<file path="src/rtl/c8v_pkg.sv">
`timescale 1ns / 1ps
`default_nettype none

package c8v_pkg;

  // bus device and crc
  localparam logic [6:0] DeviceAddr = 7'd8;
  localparam logic [7:0] CrcPoly    = 8'h07;
  localparam logic [7:0] AddrWr     = {DeviceAddr, 1'b0};
  localparam logic [7:0] AddrRd     = {DeviceAddr, 1'b1};

  // datapath widths
  localparam int GainW     = 9;
  localparam int OffsW     = 8;
  localparam int CellW     = 4;
  localparam int RawW      = 16;
  localparam int MulW      = RawW + GainW;    // raw * gain
  localparam int ProdW     = MulW + 2;        // raw * 4 * gain
  localparam int QuotW     = 18;              // floor(prod / 1000) + 1 fits
  localparam int RecipW    = 28;
  localparam int RecipShift = 37;
  localparam int RecipProdW = ProdW + RecipW;
  localparam int QkW       = 28;              // quotient * 1000
  localparam int OfsTermW  = 12;              // cell_count * offset
  localparam int VoltW     = 20;              // signed sum before clamp
  localparam int PipeDepth = 5;

  // floor(2^37 / 1000): estimate is exact or one low for any product below 2^27
  localparam logic [RecipW-1:0] RecipMul = 28'd137438953;
  localparam logic [QkW-1:0]    Divisor  = 28'd1000;

  // configuration port
  localparam int CfgIdxW  = 2;
  localparam int CfgDataW = 9;
  localparam logic [CfgIdxW-1:0] CfgGain   = 2'd0;
  localparam logic [CfgIdxW-1:0] CfgOffset = 2'd1;
  localparam logic [CfgIdxW-1:0] CfgCells  = 2'd2;

  localparam logic [GainW-1:0] GainReset  = 9'd365;
  localparam logic [OffsW-1:0] OffsReset  = 8'd0;
  localparam logic [CellW-1:0] CellsReset = 4'd15;

  typedef enum logic [1:0] {
    OP_WRITE     = 2'd0,
    OP_BYTE_READ = 2'd1,
    OP_CELL_VOLT = 2'd2,
    OP_BATT_VOLT = 2'd3
  } op_t;

  typedef struct packed {
    op_t        operation;
    logic [7:0] target_reg;
    logic [7:0] write_data;
    logic [7:0] rx_data_first;
    logic [7:0] rx_crc_first;
    logic [7:0] rx_data_second;
    logic [7:0] rx_crc_second;
  } in_item_t;

  typedef struct packed {
    logic [7:0]  crc_out;
    logic [15:0] data_out;
    logic        first_ok;
    logic        second_ok;
    logic [15:0] millivolts;
    logic        clamped;
  } out_item_t;

  typedef struct packed {
    logic [7:0]  crc_out;
    logic [15:0] data_out;
    logic        first_ok;
    logic        second_ok;
  } frame_res_t;

  typedef struct packed {
    logic [GainW-1:0]        gain_uv;
    logic signed [OffsW-1:0] adc_offset;
    logic [CellW-1:0]        cell_count;
  } cfg_t;

  typedef struct packed {
    logic [PipeDepth-1:0] ld;
    logic [PipeDepth-1:0] vld;
  } pipe_ctrl_t;

  // one byte through crc-8, msb first
  function automatic logic [7:0] crc8_byte(input logic [7:0] crc_in, input logic [7:0] din);
    logic [7:0] c;
    c = crc_in ^ din;
    for (int b = 0; b < 8; b++) begin
      c = c[7] ? ({c[6:0], 1'b0} ^ CrcPoly) : {c[6:0], 1'b0};
    end
    return c;
  endfunction

  localparam logic [7:0] CrcWrSeed = crc8_byte(8'h00, AddrWr);
  localparam logic [7:0] CrcRdSeed = crc8_byte(8'h00, AddrRd);

endpackage

`default_nettype wire

</file>
<file path="src/rtl/c8v_crc.sv">
`timescale 1ns / 1ps
`default_nettype none

module c8v_crc (
  input  c8v_pkg::in_item_t   item,
  output c8v_pkg::frame_res_t res
);

  logic [7:0] wr_crc;
  logic [7:0] rd_crc;
  logic [7:0] lo_crc;

  // address byte is folded into the seeds
  assign wr_crc = c8v_pkg::crc8_byte(c8v_pkg::crc8_byte(c8v_pkg::CrcWrSeed, item.target_reg),
                                     item.write_data);
  assign rd_crc = c8v_pkg::crc8_byte(c8v_pkg::CrcRdSeed, item.rx_data_first);
  assign lo_crc = c8v_pkg::crc8_byte(8'h00, item.rx_data_second);

  always_comb begin
    res.crc_out   = rd_crc;
    res.data_out  = 16'h0000;
    res.first_ok  = 1'b1;
    res.second_ok = 1'b1;
    case (item.operation)
      c8v_pkg::OP_WRITE: begin
        res.crc_out = wr_crc;
      end
      c8v_pkg::OP_BYTE_READ: begin
        res.data_out = {8'h00, item.rx_data_first};
        res.first_ok = (rd_crc == item.rx_crc_first);
      end
      c8v_pkg::OP_CELL_VOLT, c8v_pkg::OP_BATT_VOLT: begin
        res.data_out  = {item.rx_data_first, item.rx_data_second};
        res.first_ok  = (rd_crc == item.rx_crc_first);
        res.second_ok = (lo_crc == item.rx_crc_second);
      end
      default: begin
        res.crc_out = wr_crc;
      end
    endcase
  end

endmodule

`default_nettype wire

</file>
<file path="src/rtl/c8v_ctrl.sv">
`timescale 1ns / 1ps
`default_nettype none

module c8v_ctrl (
  input  logic                clk,
  input  logic                rst,
  input  logic                in_valid,
  output logic                in_stall,
  output logic                out_valid,
  input  logic                out_stall,
  output c8v_pkg::pipe_ctrl_t ctrl
);

  localparam int Depth = c8v_pkg::PipeDepth;

  logic [Depth-1:0] vld;
  logic [Depth-1:0] vld_next;
  logic [Depth-1:0] free;

  // a stage can take new data when empty or when its content moves on
  always_comb begin
    free[Depth-1] = !vld[Depth-1] || !out_stall;
    for (int i = Depth - 2; i >= 0; i--) begin
      free[i] = !vld[i] || free[i+1];
    end
  end

  always_comb begin
    ctrl.vld    = vld;
    ctrl.ld[0]  = in_valid && free[0];
    vld_next[0] = free[0] ? in_valid : vld[0];
    for (int i = 1; i < Depth; i++) begin
      ctrl.ld[i]  = vld[i-1] && free[i];
      vld_next[i] = free[i] ? vld[i-1] : vld[i];
    end
  end

  always_ff @(posedge clk) begin
    if (rst) begin
      vld <= '0;
    end else begin
      vld <= vld_next;
    end
  end

  assign in_stall  = !free[0];
  assign out_valid = vld[Depth-1];

endmodule

`default_nettype wire

</file>
<file path="src/rtl/c8v_conv.sv">
`timescale 1ns / 1ps
`default_nettype none

module c8v_conv (
  input  logic                clk,
  input  c8v_pkg::cfg_t       cfg,
  input  c8v_pkg::pipe_ctrl_t ctrl,
  input  c8v_pkg::in_item_t   in_item,
  output c8v_pkg::out_item_t  out_item
);

  localparam int ProdW  = c8v_pkg::ProdW;
  localparam int MulW   = c8v_pkg::MulW;
  localparam int QuotW  = c8v_pkg::QuotW;
  localparam int QkW    = c8v_pkg::QkW;
  localparam int OfsW   = c8v_pkg::OfsTermW;
  localparam int VoltW  = c8v_pkg::VoltW;
  localparam int RpW    = c8v_pkg::RecipProdW;

  // stage 0: input register
  c8v_pkg::in_item_t s0_item;

  // stage 1: crc results, raw * gain, offset term
  c8v_pkg::frame_res_t s0_res;
  logic [MulW-1:0]     mul;
  logic [ProdW-1:0]    p_in;
  logic                is_volt;
  logic                is_batt;
  logic signed [OfsW-1:0] cells_s;
  logic signed [OfsW-1:0] offs_s;
  logic signed [OfsW-1:0] ofs_in;

  c8v_pkg::frame_res_t    s1_res;
  logic                   s1_volt;
  logic [ProdW-1:0]       s1_p;
  logic signed [OfsW-1:0] s1_ofs;

  // stage 2: quotient estimate
  logic [RpW-1:0]         recip_prod;
  c8v_pkg::frame_res_t    s2_res;
  logic                   s2_volt;
  logic [ProdW-1:0]       s2_p;
  logic signed [OfsW-1:0] s2_ofs;
  logic [QuotW-1:0]       s2_q;

  // stage 3: quotient * 1000
  c8v_pkg::frame_res_t    s3_res;
  logic                   s3_volt;
  logic [ProdW-1:0]       s3_p;
  logic signed [OfsW-1:0] s3_ofs;
  logic [QuotW-1:0]       s3_q;
  logic [QkW-1:0]         s3_qk;

  // stage 4: correction, offset, clamp
  logic [QkW-1:0]          rem;
  logic [QuotW-1:0]        q_fix;
  logic signed [VoltW-1:0] q_s;
  logic signed [VoltW-1:0] o_s;
  logic signed [VoltW-1:0] v;
  c8v_pkg::out_item_t      out_next;

  always_ff @(posedge clk) begin
    if (ctrl.ld[0]) begin
      s0_item <= in_item;
    end
  end

  c8v_crc u_crc (
    .item (s0_item),
    .res  (s0_res)
  );

  assign is_volt = s0_item.operation inside {c8v_pkg::OP_CELL_VOLT, c8v_pkg::OP_BATT_VOLT};
  assign is_batt = (s0_item.operation == c8v_pkg::OP_BATT_VOLT);
  assign mul     = MulW'({s0_item.rx_data_first, s0_item.rx_data_second}) * MulW'(cfg.gain_uv);
  assign p_in    = is_batt ? {mul, 2'b00} : {2'b00, mul};
  assign cells_s = $signed(OfsW'(cfg.cell_count));
  assign offs_s  = OfsW'(cfg.adc_offset);
  assign ofs_in  = is_batt ? (cells_s * offs_s) : offs_s;

  always_ff @(posedge clk) begin
    if (ctrl.ld[1]) begin
      s1_res  <= s0_res;
      s1_volt <= is_volt;
      s1_p    <= p_in;
      s1_ofs  <= ofs_in;
    end
  end

  assign recip_prod = RpW'(s1_p) * RpW'(c8v_pkg::RecipMul);

  always_ff @(posedge clk) begin
    if (ctrl.ld[2]) begin
      s2_res  <= s1_res;
      s2_volt <= s1_volt;
      s2_p    <= s1_p;
      s2_ofs  <= s1_ofs;
      s2_q    <= recip_prod[c8v_pkg::RecipShift +: QuotW];
    end
  end

  always_ff @(posedge clk) begin
    if (ctrl.ld[3]) begin
      s3_res  <= s2_res;
      s3_volt <= s2_volt;
      s3_p    <= s2_p;
      s3_ofs  <= s2_ofs;
      s3_q    <= s2_q;
      s3_qk   <= QkW'(s2_q) * c8v_pkg::Divisor;
    end
  end

  // estimate is at most one low
  assign rem   = QkW'(s3_p) - s3_qk;
  assign q_fix = s3_q + QuotW'(rem >= c8v_pkg::Divisor);
  assign q_s   = $signed(VoltW'(q_fix));
  assign o_s   = VoltW'(s3_ofs);
  assign v     = q_s + o_s;

  always_comb begin
    out_next.crc_out    = s3_res.crc_out;
    out_next.data_out   = s3_res.data_out;
    out_next.first_ok   = s3_res.first_ok;
    out_next.second_ok  = s3_res.second_ok;
    out_next.millivolts = 16'h0000;
    out_next.clamped    = 1'b0;
    if (s3_volt) begin
      if (v < 0) begin
        out_next.clamped = 1'b1;
      end else if (v > VoltW'(20'sd65535)) begin
        out_next.millivolts = 16'hFFFF;
        out_next.clamped    = 1'b1;
      end else begin
        out_next.millivolts = v[15:0];
      end
    end
  end

  always_ff @(posedge clk) begin
    if (ctrl.ld[4]) begin
      out_item <= out_next;
    end
  end

endmodule

`default_nettype wire

</file>
<file path="src/rtl/crc8_afe_frame_check_and_voltage_top.sv">
`timescale 1ns / 1ps
`default_nettype none

// channel   | handshake            | payload
// ----------+----------------------+---------------------------
// input     | in_valid / in_stall  | in_item  (c8v_pkg::in_item_t)
// output    | out_valid / out_stall| out_item (c8v_pkg::out_item_t)
// config    | cfg_we               | cfg_index, cfg_data
//
// one item per cycle sustained while out_stall is low; each item passes five register
// stages (s0, s1, s2, s3, then the result register) and its result shows on out_valid
// once it reaches the result register; the stages hold the multiplies of the millivolt
// conversion (raw * gain, the reciprocal of 1000, quotient * 1000) and the correction step
// rst is synchronous and active high; it empties the pipeline and loads the
// calibration registers with their defaults
// a stall on the output holds the result register and fills the stages behind
// it; in_stall rises only once every stage holds an item

module crc8_afe_frame_check_and_voltage_top (
  input  logic                                 clk,
  input  logic                                 rst,
  input  logic                                 in_valid,
  output logic                                 in_stall,
  input  c8v_pkg::in_item_t                    in_item,
  output logic                                 out_valid,
  input  logic                                 out_stall,
  output c8v_pkg::out_item_t                   out_item,
  input  logic                                 cfg_we,
  input  logic [c8v_pkg::CfgIdxW-1:0]          cfg_index,
  input  logic [c8v_pkg::CfgDataW-1:0]         cfg_data
);

  // calibration registers; write only while idle (the block does not enforce this)
  c8v_pkg::cfg_t       cfg;
  c8v_pkg::pipe_ctrl_t ctrl;

  always_ff @(posedge clk) begin
    if (rst) begin
      cfg.gain_uv    <= c8v_pkg::GainReset;
      cfg.adc_offset <= c8v_pkg::OffsReset;
      cfg.cell_count <= c8v_pkg::CellsReset;
    end else if (cfg_we) begin
      // writes to the unused index are dropped
      case (cfg_index)
        c8v_pkg::CfgGain:   cfg.gain_uv    <= cfg_data[c8v_pkg::GainW-1:0];
        c8v_pkg::CfgOffset: cfg.adc_offset <= cfg_data[c8v_pkg::OffsW-1:0];
        c8v_pkg::CfgCells:  cfg.cell_count <= cfg_data[c8v_pkg::CellW-1:0];
        default: begin
        end
      endcase
    end
  end

  // valid bits and per-stage load enables
  c8v_ctrl u_ctrl (
    .clk       (clk),
    .rst       (rst),
    .in_valid  (in_valid),
    .in_stall  (in_stall),
    .out_valid (out_valid),
    .out_stall (out_stall),
    .ctrl      (ctrl)
  );

  // crc check and millivolt conversion datapath
  c8v_conv u_conv (
    .clk      (clk),
    .cfg      (cfg),
    .ctrl     (ctrl),
    .in_item  (in_item),
    .out_item (out_item)
  );

endmodule

`default_nettype wire

</file>
<file path="config.mk">
export PLATFORM = sky130hd
export DESIGN_NAME = crc8_afe_frame_check_and_voltage_top
export DESIGN_NICKNAME = d
export VERILOG_FILES = /design/src/rtl/c8v_pkg.sv /design/src/rtl/c8v_crc.sv /design/src/rtl/c8v_ctrl.sv /design/src/rtl/c8v_conv.sv /design/src/rtl/crc8_afe_frame_check_and_voltage_top.sv
export SDC_FILE = /design/constraint.sdc
export NUM_CORES = 2
export LEC_CHECK = 0
export ABC_AREA = 1
export BUFFER_PORTS_ARGS = -buffer_cell sky130_fd_sc_hd__buf_2
export CORE_MARGIN = 2
export CORE_UTILIZATION = 45
export CTS_CLUSTER_DIAMETER = 80
export DETAILED_ROUTE_END_ITERATION = 12
export HOLD_SLACK_MARGIN = 0.1
export PLACE_DENSITY = 0.65
export SYNTH_ARGS = -nofsm -noshare
export SYNTH_HDL_FRONTEND = slang
export SYNTH_SLANG_ARGS = --single-unit
</file>
<file path="constraint.sdc">
create_clock -name clk -period 6.5 [get_ports clk]
set_input_delay 1.3 -clock clk [delete_from_list [all_inputs] [get_ports clk]]
set_output_delay 1.3 -clock clk [all_outputs]
set_load 0.01 [all_outputs]
</file>
==> impl_metrics.json <==
{
  "status": "complete, no violations",
  "finalCritPeriodShare_pct": 94.3,
  "r2r-start": "u_conv.s1_p[10]$_DFFE_PP_",
  "wirelength_um": 91500,
  "path_class": "flip-flop to flip-flop",
  "clock_sinks": 370,
  "slew_viol_final": 0,
  "cts_buffers": 44,
  "r2r_slack_ns": 0.37,
  "nFillCells": 7532,
  "grt_pass1_wl_um": 145000,
  "layout-drive-gt1-share_pct": 6.49,
  "clk_pin_slew_ns": 0.06,
  "yosysUniqueCellTypes": 57,
  "worstSetupEndpointType": "flip-flop",
  "fin_nets": 4990,
  "clock_latency_ns": 0.60,
  "avgRoutedWirePerCell_um": 17.7,
  "overflow": 0,
  "finalHoldViolations": 0,
  "avgSynthCellArea_um2": 9.30,
  "min_to": "u_conv.s3_ofs[3]$_DFFE_PP_",
  "synthCells": 3953,
  "synth_enable_flop_cells": 344,
  "relSlewSlack_pct": 28.9,
  "ys_async_sr_fraction_pct": 0,
  "cts_buffer_depth": 3,
  "rr_endpoint": "u_conv.s2_q[12]$_DFFE_PP_",
  "multi_input_area_um2": 22300,
  "fp.coreArea_um2": 80700,
  "finClkSkew_ns": 0.0315,
  "die_h_um": 290,
  "synthTopCellsByCount": "inv_1 (901), nand2_1 (779), ha_1 (444)",
  "clock.fmax_mhz": 163,
  "syn_area_um2": 36800,
  "io_buffers": 110,
  "grt_usage_pct": 22.0,
  "area_growth_pct": 9.28,
  "min_path_cells": 0,
  "final_antenna_net_count": 0,
  "cts_tree": "done",
  "cts_root_buffer": "clkbuf_16",
  "num_vias": 26100,
  "cts_resized": 0,
  "setup_tns_ns": 0,
  "layout_min_cycle_time_ns": 6.13,
  "drtIter0Drc": 1662,
  "vias_per_cell": 5.04,
  "gp_congestion": 0.978,
  "utilization_pct": 49.8,
  "post-dp-hpwl_um": 76700,
  "antenna_found_initial": 5,
  "seqCellArea_um2": 10900,
  "synth-seq-area-share_pct": 29.5,
  "start_util_pct": 45.6,
  "htree_levels": 2,
  "rsz0062_at_grt": "false",
  "dr.pass1.iters": 7,
  "min_path_type": "flip-flop to flip-flop",
  "num_io_pins": 111,
  "tightestPinTransition_ns": 1.07,
  "drc": 0,
  "worstPathRequired_ns": 6.86,
  "cp.arrival_ns": 6.49,
  "setup-violations-final": 0,
  "ys_seq_elements": 370,
  "post_cts_buffers": 0,
  "hp-start": "u_conv.s2_ofs[3]$_DFFE_PP_",
  "synthTopCellsByArea": "edfxtp_1 (28%), fa_1 (22%), ha_1 (15%)",
  "worstSetupStartpointType": "flip-flop",
  "synth_flop_cell": "edfxtp_1",
  "grt_pass1_vias": 26600,
  "grt_max_degree": 67,
  "synth.largest_area_cell": "edfxtp_1",
  "drv_cap": 0,
  "critPathMaxFanout": 8,
  "die_area_um2": 84000,
  "hold_buffers": 0,
  "r2r_cells": 20,
  "dieWidth_um": 290,
  "syn_nets": 4864,
  "netlist.area_leader.share_pct": 28.1,
  "ys_warn_count": 0,
  "rows": 104,
  "synth.most_common_cell": "inv_1"
}
-- kinds of logic after synthesis --
logic type | after synthesis | share of synthesized area (%)
fa+ha+maj | 845 | 36.9
compound gates | 361 | 5.44
xor+xnor | 145 | 3.54
buf+inv | 960 | 9.93
flops | 370 | 29.5
mux | 3 | 0.0817
simple gates | 1269 | 14.6
-- critical path, cell delays in order (launching register included) --
cell and delay, ns:
edfxtp_1 0.62, ha_1 0.49, inv_1 0.08, fa_1 0.50, inv_1 0.05, fa_1 0.48
inv_1 0.05, fa_1 0.48, fa_1 0.54, inv_1 0.05, fa_1 0.49, fa_1 0.41
ha_1 0.32, nand2_1 0.09, o21ai_0 0.52, a21oi_1 0.18, nor2_1 0.14, o21ai_0 0.10
and2_1 0.19, nand3_1 0.06, nand2_1 0.05
-- flip-flops by register name (all words and copies together), names as in the netlist, 18 cells and up --
signal / cells
u_conv.s3_q: 18
u_conv.s2_q: 18
u_conv.s0_item: 50
u_conv.s2_p: 24
u_conv.out_item: 43
u_conv.s3_p: 24
u_conv.s1_res: 26
u_conv.s1_p: 27
cfg: 21
u_conv.out_next: 26
u_conv.s2_res: 26
u_conv.s3_qk: 23
-- routing by layer --
| layer | vias up | routed length [um] | global-route usage (%) |
|---|---|---|---|
| li1 | 12700 | - | - |
| met1 | 12600 | 41000 | 29.8 |
| met2 | 620 | 43600 | 37.3 |
| met3 | 116 | 4690 | 3.38 |
| met4 | 0 | 2220 | 5.31 |
| met5 | - | 0 | 0 |
-- layout make-up --
class / count / area share (%)
Antenna cell: 2 / 0.0125
Clock buffer: 46 / 2.81
Clock inverter: 35 / 1.10
Inverter: 906 / 8.47
Multi-Input combinational cell: 2623 / 55.5
Sequential cell: 370 / 27.0
Tap cell: 1060 / 3.30
Timing Repair Buffer: 134 / 1.82
-- layout by cell type (no fill, tap or decap), types with 45 or more instances in the layout --
cell       count
nor2_1       221
nand2_1      779
inv_1        899
o21ai_0      117
buf_2        110
a21oi_1      161
fa_1         401
nand3_1      138
xnor2_1       54
clkbuf_16     45
edfxtp_1     344
xor2_1        87
ha_1         444
-- per-stage QoR --
step | worst slack (ns) | instances | cell area (um2) | hold WS [ns]
finish | 0.370 | 5176 | 40200 | 0.396
global route | 0.00705 | 5176 | 40200 | 0.421
CTS | 0.352 | 5174 | 40200 | 0.398
detailed placement | 0.330 | 5093 | 38600 | 0.405
global placement | 0.403 | 5093 | 38600 | 0.400
floorplan | 1.04 | 3953 | 36800 | 0.400
-- how the worst max path moves through the flow --
stage / startpoint / endpoint / slack, ns / cells past startpoint
floorplan: out_stall / u_conv.s2_ofs[0]$_DFFE_PP_ / 1.04 / 5
global placement: u_conv.s1_p[16]$_DFFE_PP_ / u_conv.s2_q[15]$_DFFE_PP_ / 0.40 / 20
detailed placement: u_conv.s1_p[10]$_DFFE_PP_ / u_conv.s2_q[12]$_DFFE_PP_ / 0.33 / 20
CTS: u_conv.s1_p[10]$_DFFE_PP_ / u_conv.s2_q[12]$_DFFE_PP_ / 0.35 / 20
global route: u_conv.s1_p[16]$_DFFE_PP_ / u_conv.s2_q[16]$_DFFE_PP_ / 0.007 / 21
finish: u_conv.s1_p[10]$_DFFE_PP_ / u_conv.s2_q[12]$_DFFE_PP_ / 0.37 / 20
Power is left out: the tool's default activity adds up to more than one toggle a clock period on the data nets, which glitch-free logic cannot reach.
